$ cat config.mk
export PLATFORM = sky130hd
export DESIGN_NAME = bae_mul
export DESIGN_NICKNAME = d
export VERILOG_FILES = /design/src/bae_pkg.sv /design/src/bae_mul.sv
export SDC_FILE = /design/constraint.sdc
export NUM_CORES = 2
export LEC_CHECK = 0
export ABC_AREA = 1
export BUFFER_PORTS_ARGS = -buffer_cell sky130_fd_sc_hd__buf_2
export CAP_MARGIN = 20
export CORE_ASPECT_RATIO = 1.75
export CORE_UTILIZATION = 35
export CTS_CLUSTER_SIZE = 10
export DETAILED_ROUTE_END_ITERATION = 8
export PLACE_DENSITY = 0.61
export SETUP_SLACK_MARGIN = 0.1
export SLEW_MARGIN = 25
export SYNTH_ARGS = -nofsm -noshare
export SYNTH_HDL_FRONTEND = slang
export SYNTH_SLANG_ARGS = --single-unit
$ cat constraint.sdc
create_clock -name clk -period 11.1 [get_ports clk]
set_input_delay 2.22 -clock clk [delete_from_list [all_inputs] [get_ports clk]]
set_output_delay 2.22 -clock clk [all_outputs]
set_load 0.01 [all_outputs]
$ cat src/bae_pkg.sv
package bae_pkg;

  localparam int REG_WIDTH = 64;
  localparam int IN_W = 88;
  localparam int OUT_W = 232;
  localparam int N_GPR = 6;

  typedef struct packed {
    logic start;
    logic is_signed;
  } unit_ctl_t;

endpackage

$ cat src/bae_mul.sv
module bae_mul #(
  parameter int W = bae_pkg::REG_WIDTH
) (
  input  logic             clk,
  input  logic             rst,
  input  logic             start,
  input  logic [W-1:0]     a,
  input  logic [W-1:0]     b,
  output logic             done,
  output logic [W-1:0]     lo,
  output logic [W-1:0]     hi
);
  import bae_pkg::*;

  localparam int H = W / 2;

  logic [2:0]     cnt;
  logic           busy;
  logic [W-1:0]   prod;
  logic [1:0]     pshift;
  logic [2*W-1:0] acc;
  logic [2*W-1:0] term;
  logic [H-1:0]   ah;
  logic [H-1:0]   bh;

  assign ah = cnt[1] ? a[W-1:H] : a[H-1:0];
  assign bh = cnt[0] ? b[W-1:H] : b[H-1:0];

  always_comb begin
    case (pshift)
      2'd0: term = {{W{1'b0}}, prod};
      2'd1: term = {{H{1'b0}}, prod, {H{1'b0}}};
      2'd2: term = {prod, {W{1'b0}}};
      default: term = '0;
    endcase
  end

  always_ff @(posedge clk) begin
    if (rst) begin
      busy <= 1'b0;
      done <= 1'b0;
      cnt <= '0;
    end else if (start) begin
      busy <= 1'b1;
      done <= 1'b0;
      cnt <= '0;
      acc <= '0;
      pshift <= 2'd3;
    end else if (busy) begin
      if (cnt != 3'd4) begin
        prod <= W'(ah) * W'(bh);
        pshift <= 2'(cnt[1]) + 2'(cnt[0]);
      end
      if (pshift != 2'd3) acc <= acc + term;
      if (cnt == 3'd4) begin
        busy <= 1'b0;
        done <= 1'b1;
      end
      cnt <= cnt + 3'd1;
    end
  end

  assign lo = acc[W-1:0];
  assign hi = acc[2*W-1:W];

endmodule

==> results.yml <==
status:
  outcome: "finished, final reports clean"
drt:
  final_antenna_net_count: 0
  remaining_drc_errors: 0
  via_count: 53510
  drt-total-wl_mm: 306.7
  drt_first_pass_iters: 9
  drt-initial-drc-count: 3760
  wl_per_cell_um: 29.98
  avgViaCountPerCell: 5.232
timing:
  final_max_slew_viol_count: 0
  grt_setup_unrepaired: "false"
  worstMarginPinSlew_ns: 1.142
  skew_ns: 0.03173
  layout_min_cycle_time_ns: 10.00
  setup_violations: 0
  max_clock_freq_mhz: 100.0
  slew_headroom: 0.2361
  hold_viol: 0
  post-route-period-util: 0.9009
  setup_tns_ns: 0
global_routing:
  grt-ovfl-total: 0
  use_met2: 0.6736
  antenna_found_initial: 26
  grt.total_usage: 0.3843
  use_met1: 0.3182
  grt_pass1_wl_mm: 420.0
  gr-usage-met3: 0.08113
  top_usage_layer: "met2"
  grt_pass1_vias: 56290
  grt_max_degree: 108
worst_setup_path:
  cp_num_cells: 28
  r2r-start: "cnt[0]"
  critPathArrivalTime_ns: 10.33
  critPathTopFamily: "adder cells"
  setup.worst_path.end_class: "register"
  path_max_fanout: 13
  max_stage_delay_ns: 0.76
  required_ns: 11.43
  startpoint: "b[14]"
  crit_buf_inv: 9
  reg2regPathDepth: 29
  critPathKind: "in -> reg"
  crit_path_start_kind: "input pin"
  cp_slowest_cell: "o21ai_2"
cts:
  post_cts_buffers: 0
  cts.sinks: 199
  h-tree-depth: 4
  cts_root_buffer: "clkbuf_16"
  post_cts_resized: 0
  cts_buffer_depth: 3
  clk_latency_ns: 0.57
  clk_pin_slew_ns: 0.09
  cts_hold_buf: 0
  cts_buffers: 25
  cts_tree: "built"
logic_synthesis:
  synth_area_leaders: "fa_1 (32%), nand2_1 (14%), inv_1 (13%), edfxtp_1 (10%), ha_1 (8.8%)"
  synth-seq-cells: 199
  syn_inst: 7940
  seq_area_frac_synth: 0.1065
  synth_ff_type: "edfxtp_1"
  syn-num-nets: 9360
  synth_cell_type_count: 44
  syn-mean-instance-area_um2: 7.005
  netlist_top_cells_count: "nand2_1 (2061), inv_1 (1936), nor2_1 (1108)"
  syn_area_mm2: 0.05562
  yosysMostFrequentCell: "nand2_1"
  async_reset_ff_frac: 0
  synth_edf_count: 194
  yosysTopAreaCellShare: 0.3229
  yosysWarnings: 0
  synth_top_cell_by_area: "fa_1"
final_layout:
  drive_gt1_frac: 0.09946
  multi_input_area_mm2: 0.04146
  area_delta_synth_final_pct: 8.901
  fillCellCount: 17150
  seq_area_mm2: 0.005928
  nNetsFinal: 9590
die:
  num_io_pins: 260
  chipHeight_um: 529.4
  die_w_um: 303.3
  start_util: 0.3522
  core-area_mm2: 0.1579
  rows: 193
  die_area_mm2: 0.1606
placement:
  portBuffers: 259
  place_hpwl_mm: 260.1
  gp_congestion: 1.087
min_path:
  hold_class: "reg -> reg"
  hold_path_depth: 1
  worstHoldStart: "done"
job:
  maxCapViolCount: 0
kinds of logic after synthesis:
group,count (synthesis),synth area share
and+or+nand+nor,3621,0.2657
adders and majority gates,1289,0.4110
DFF,199,0.1065
buffers and inverters,2206,0.1519
AOI/OAI and AO/OA,577,0.05723
xor gates and xnor gates,48,0.007558
worst paths after layout:
check              to  slack [ns]
min reg2reg      done        0.52
max reg2reg  prod[54]        1.94
max          prod[54]        1.10
min              done        0.52
sequential cells by signal, summed over array words and instances, names as in the netlist:
register / cells
acc: 128
busy: 1
cnt: 3
done: 1
prod: 64
pshift: 2
metal layers:
layer | wire (um) | up-vias
met5 | 85 | -
met4 | 49520 | 14
met3 | 20200 | 1344
met2 | 151100 | 2705
met1 | 85790 | 25700
li1 | - | 23750
worst register-to-register path, delay by kind of cell (launching register included):
kind	cells	cell delay, ns
simple gates	5	0.77
flops	1	0.56
fa+ha+maj	9	3.99
compound gates	6	2.04
buf+inv	9	1.56
cells in the final DEF (no fill, tap or decap), drive strengths merged, types with 16 or more instances in the layout:
cell    instances
or2            67
o22ai          64
fa            897
nor3           33
ha            392
nand4          28
buf           402
nor2         1204
o21ai         186
o21bai         16
a21oi         273
inv          2001
xor2           34
edfxtp        194
clkbuf         26
nand3         153
nand2        2114
cell type report:
type	count	area share
clock inverter	5	0.0009089
sequential	199	0.09787
inverter	2007	0.1244
timing repair buffer	402	0.03933
multi-input combinational	5535	0.6845
antenna	7	0.0002892
tap	2047	0.04228
clock buffer	26	0.01039
through the flow:
step,instance area [um^2],worst slack (ns),cells,utilization,hold slack (ns)
floorplan,55620,1.704,7940,-,0.4729
global placement,59860,0.6063,10190,0.3790,0.4868
detailed placement,59870,0.7010,10190,0.3791,0.5364
CTS,60550,1.272,10220,0.3834,0.5479
global route,60550,1.034,10220,0.3834,0.5680
finish,60570,1.100,10230,0.3835,0.5243
Power is left out: the tool's default activity adds up to more than one toggle a clock period on the data nets, which glitch-free logic cannot reach.
