**config.mk**
```make
export PLATFORM = sky130hd
export DESIGN_NAME = bae_div
export DESIGN_NICKNAME = d
export VERILOG_FILES = /design/src/bae_pkg.sv /design/src/bae_div.sv
export SDC_FILE = /design/constraint.sdc
export NUM_CORES = 1
export LEC_CHECK = 0
export BUFFER_PORTS_ARGS = -buffer_cell sky130_fd_sc_hd__buf_2
export CORE_MARGIN = 1.5
export CORE_UTILIZATION = 56
export DETAILED_ROUTE_END_ITERATION = 10
export PLACE_DENSITY = 0.79
export SLEW_MARGIN = 10
export SYNTH_ARGS = -nofsm -noshare
export SYNTH_HDL_FRONTEND = slang
export SYNTH_SLANG_ARGS = --single-unit
export TNS_END_PERCENT = 20
```
**constraint.sdc**
```tcl
create_clock -name clk -period 9.1 [get_ports clk]
set_input_delay 0.455 -clock clk [delete_from_list [all_inputs] [get_ports clk]]
set_output_delay 0.455 -clock clk [all_outputs]
set_load 0.02 [all_outputs]
```
**src/bae_pkg.sv**
```systemverilog
package bae_pkg;

  localparam int REG_WIDTH = 64;
  localparam int IN_W = 88;
  localparam int OUT_W = 232;
  localparam int N_GPR = 6;

  typedef struct packed {
    logic start;
    logic is_signed;
  } unit_ctl_t;

endpackage

```
**src/bae_div.sv**
```systemverilog
module bae_div #(
  parameter int W = bae_pkg::REG_WIDTH
) (
  input  logic         clk,
  input  logic         rst,
  input  logic         start,
  input  logic [W-1:0] n,
  input  logic [W-1:0] d,
  output logic         done,
  output logic [W-1:0] q,
  output logic [W-1:0] r
);
  import bae_pkg::*;

  localparam int CW = $clog2(W + 1);

  logic [CW-1:0] cnt;
  logic          busy;
  logic [W-1:0]  dv;
  logic [W:0]    sh;
  logic          ge;

  assign sh = {r, q[W-1]};
  assign ge = sh >= {1'b0, dv};

  always_ff @(posedge clk) begin
    if (rst) begin
      busy <= 1'b0;
      done <= 1'b0;
      cnt <= '0;
    end else if (start) begin
      busy <= 1'b1;
      done <= 1'b0;
      cnt <= '0;
      q <= n;
      r <= '0;
      dv <= d;
    end else if (busy) begin
      r <= ge ? W'(sh - {1'b0, dv}) : sh[W-1:0];
      q <= {q[W-2:0], ge};
      cnt <= cnt + CW'(1);
      if (cnt == CW'(W - 1)) begin
        busy <= 1'b0;
        done <= 1'b1;
      end
    end
  end

endmodule

```
==> key figures <==
Run status
  • Status: finished clean

Timing
  • Clk_skew: 0.0129 ns
  • Final hold violation count: 0
  • Period Utilization, post-route: 48.6%
  • Max Slew Vio Count: 0
  • Max Clock Freq: 226 MHz
  • Post-route setup TNS: 0 ns
  • Worst Max-Slew Pin Slew: 1.04 ns
  • Fin crit period: 4.42 ns
  • Endpoints failing setup: 0
  • Setup WS post-layout: 4.68 ns
  • Worst slew margin: 30.7%
  • RSZ-0062 raised after global routing: false

Floorplanning
  • Initial Utilization: 57.3%
  • Rows: 53
  • Die width: 150 um
  • Core ar.: 0.0210 mm^2
  • I/O pin cnt: 260
  • Die area: 0.0224 mm^2
  • Die extent in y: 150 um

CTS
  • Root Driver: clkbuf_16
  • Setup bufs post-CTS: 0
  • Clk slew on worst S/H paths: 0.06 ns
  • Clock tree buffer depth: 3
  • Post-CTS Resized: 0
  • Htree depth: 1
  • TritonCTS buffer count: 23
  • CTS tree: done
  • CTS Sinks: 201
  • Hold_buf cts: 0
  • Skew-Pair Late Insertion Delay: 0.52 ns

Placement
  • Placed Instance Area: 0.0135 mm^2
  • RePlAce Congestion: 0.971
  • Hpwl dp: 22200 um
  • Pre-CTS setup slack: 4.74 ns
  • IO Port Bufs: 259

Layout
  • FILL cells: 1596
  • Sequential cell area: 0.00595 mm^2
  • Share of post-route cells with drive strength above 1: 28.3%
  • Nets@finish: 1532
  • Multi-input logic area: 0.00553 mm^2
  • Area Growth Syn to Fin: 18.0%
  • Post-route cell area: 0.0142 mm^2

Critical path
  • Reg-to-Reg End: r[59]$_SDFFCE_PP0P_
  • CP endpoint kind: flip-flop
  • Worst Setup EP: r[59]$_SDFFCE_PP0P_
  • Worst Setup Start Kind: flip-flop
  • Crit-path max FO: 44
  • Crit path from: r[29]$_SDFFCE_PP0P_
  • Worst R2R Setup Slack: 4.68 ns
  • Data arrival, critical path: 4.70 ns
  • WS Path Type: reg2reg
  • R2r startpoint: r[29]$_SDFFCE_PP0P_
  • Req. time, crit path: 9.37 ns
  • Reg2Reg Depth: 12

Synth
  • Synth Flop Type: edfxtp_1
  • Netlist cell types: 72
  • Synthesized cell area: 0.0120 mm^2
  • Synth async-reset ratio: 0%
  • Syn Inst Count: 1095
  • EDFF count, synth: 192
  • Seq/Total Area, Yosys: 49.4%
  • Synthesized area per cell: 11.0 um^2
  • Syn nets: 1292
  • Synthesis Warnings: 0
  • Yosys reg bits: 201

Route
  • Routed WL: 29900 um
  • Detailed Routing Iterations Pass 1: 5
  • Vias/cell: 5.74
  • # DRC: 0
  • Antenna-violating nets left: 0
  • Drt initial violations: 518
  • DR vias: 9339
  • Routed len/inst: 18.4 um

Global routing
  • Total grt overflow: 0
  • Tot GR Track Use: 26.3%
  • Largest net degree at the start of global routing: 81
  • Initial antenna violation count: 5
  • First-pass GRT wire length: 46300 um
  • Vias in the first global route: 9205

Job
  • # Max-Cap Violations: 0

Pwr
  • Tot Pwr: 0.00288 W
  • LEAKAGE: 6.09 nW
  • Worst VDD drop: 0.180 mV
  • PwrDens: 203 mW/mm^2

Hold path
  • HP Class: in2reg
metal layers:
metal / up-vias / wire (um) / GRT usage [%]
met5: - / 26 / 0
met4: 4 / 867 / 8.56
met3: 55 / 2550 / 6.68
met2: 364 / 14800 / 46.1
met1: 4383 / 11700 / 31.6
li1: 4533 / - / -
cells in the mapped netlist, drive strengths merged, types with 22 or more instances:
cell    count  share of area [%]
xnor2      32                2.3
mux2i      43                3.6
a21o       22                1.4
nand2      74                2.3
edfxtp    192                 48
o21ai      45                1.9
clkbuf     34                1.1
mux2       64                6.0
a21oi      88                3.8
xor2       27                2.0
ha         65                6.8
nor2      106                3.3
inv        78                2.4
cell usage in the layout (no fill, tap or decap), types with 5 or more instances in the layout:
cell type  count
o21bai_1      15
edfxtp_1     192
buf_4          7
xnor2_1       32
a211oi_1      14
clkinv_1       6
and3_1         5
buf_2        258
dfxtp_1        9
a21o_1        22
xor2_1        27
a21oi_1       84
o211ai_1       7
clkbuf_16     23
and2_1         9
clkbuf_1       5
nand3_1       14
o21a_1         7
mux2i_1       43
nand4_1       21
nor2_1       105
a31oi_1       10
nand2b_1       9
mux2_2        64
nand2_1       74
nor3_1        11
or3_1          6
ha_1          65
inv_1         78
o21ai_0       44
o31ai_1        7
per-stage QoR:
stage          hold WS [ns]  util (%)  instances
6_report              0.103      67.6       1628
5_1_grt              0.0834      67.6       1628
4_1_cts              0.0810      67.6       1626
3_5_place_dp          0.440      64.0       1585
3_3_place_gp          0.440      64.0       1585
2_1_floorplan         0.458         -       1095
flip-flops by register name, indices dropped and copies added (netlist names):
| signal | count |
|---|---|
| dv | 64 |
| q | 64 |
| r | 64 |
| cnt | 7 |
| busy | 1 |
| done | 1 |
how the worst min path moves through the flow:
stage	from	to	slack (ns)	cells past startpoint
after detailed placement	done$_SDFFE_PP0P_	done$_SDFFE_PP0P_	0.44	2
after global routing	d[8]	dv[8]$_DFFE_PP_	0.08	1
after CTS	d[53]	dv[53]$_DFFE_PP_	0.08	1
final	d[53]	dv[53]$_DFFE_PP_	0.10	1
after floorplan	cnt[6]$_SDFFE_PP0P_	cnt[6]$_SDFFE_PP0P_	0.46	2
after global placement	done$_SDFFE_PP0P_	done$_SDFFE_PP0P_	0.44	2
power breakdown:
part           total (W)  switching [W]  internal, W  leakage [nW]
clock network   0.000921       0.000369     0.000551         0.359
logic           0.000805       0.000486     0.000319          3.82
registers        0.00116      0.0000438      0.00111          1.91
layout make-up:
cell class              instances  share of cell area [%]
multi-input cells             766                    38.9
flip-flops and latches        201                    41.8
clock buffers                  28                    4.18
well taps                     275                    2.42
clock inverters                13                    1.08
diodes                          2                  0.0352
inverters                      78                    2.06
repair buffers                265                    9.46
kinds of logic after synthesis:
logic type      count (synthesis)  synth area share, %
compound gates                255                 14.3
xor+xnor                       59                 4.29
fa+ha+maj                      66                 6.92
buf+inv                       128                 4.79
flops                         201                 49.4
mux                           107                 9.56
simple gates                  279                 10.7
critical path, stage by stage (launching register included):
cell and delay (ns):
edfxtp_1 0.44, ha_1 0.47, nand4_1 0.19, or3_1 0.39
or3_1 0.40, a21oi_2 0.17, o211ai_1 0.11, and2_4 0.18
a21oi_4 0.16, a31o_4 0.51, buf_4 0.65, nor2_1 0.21
a22o_1 0.28
(Power assumes the default switching activity.)
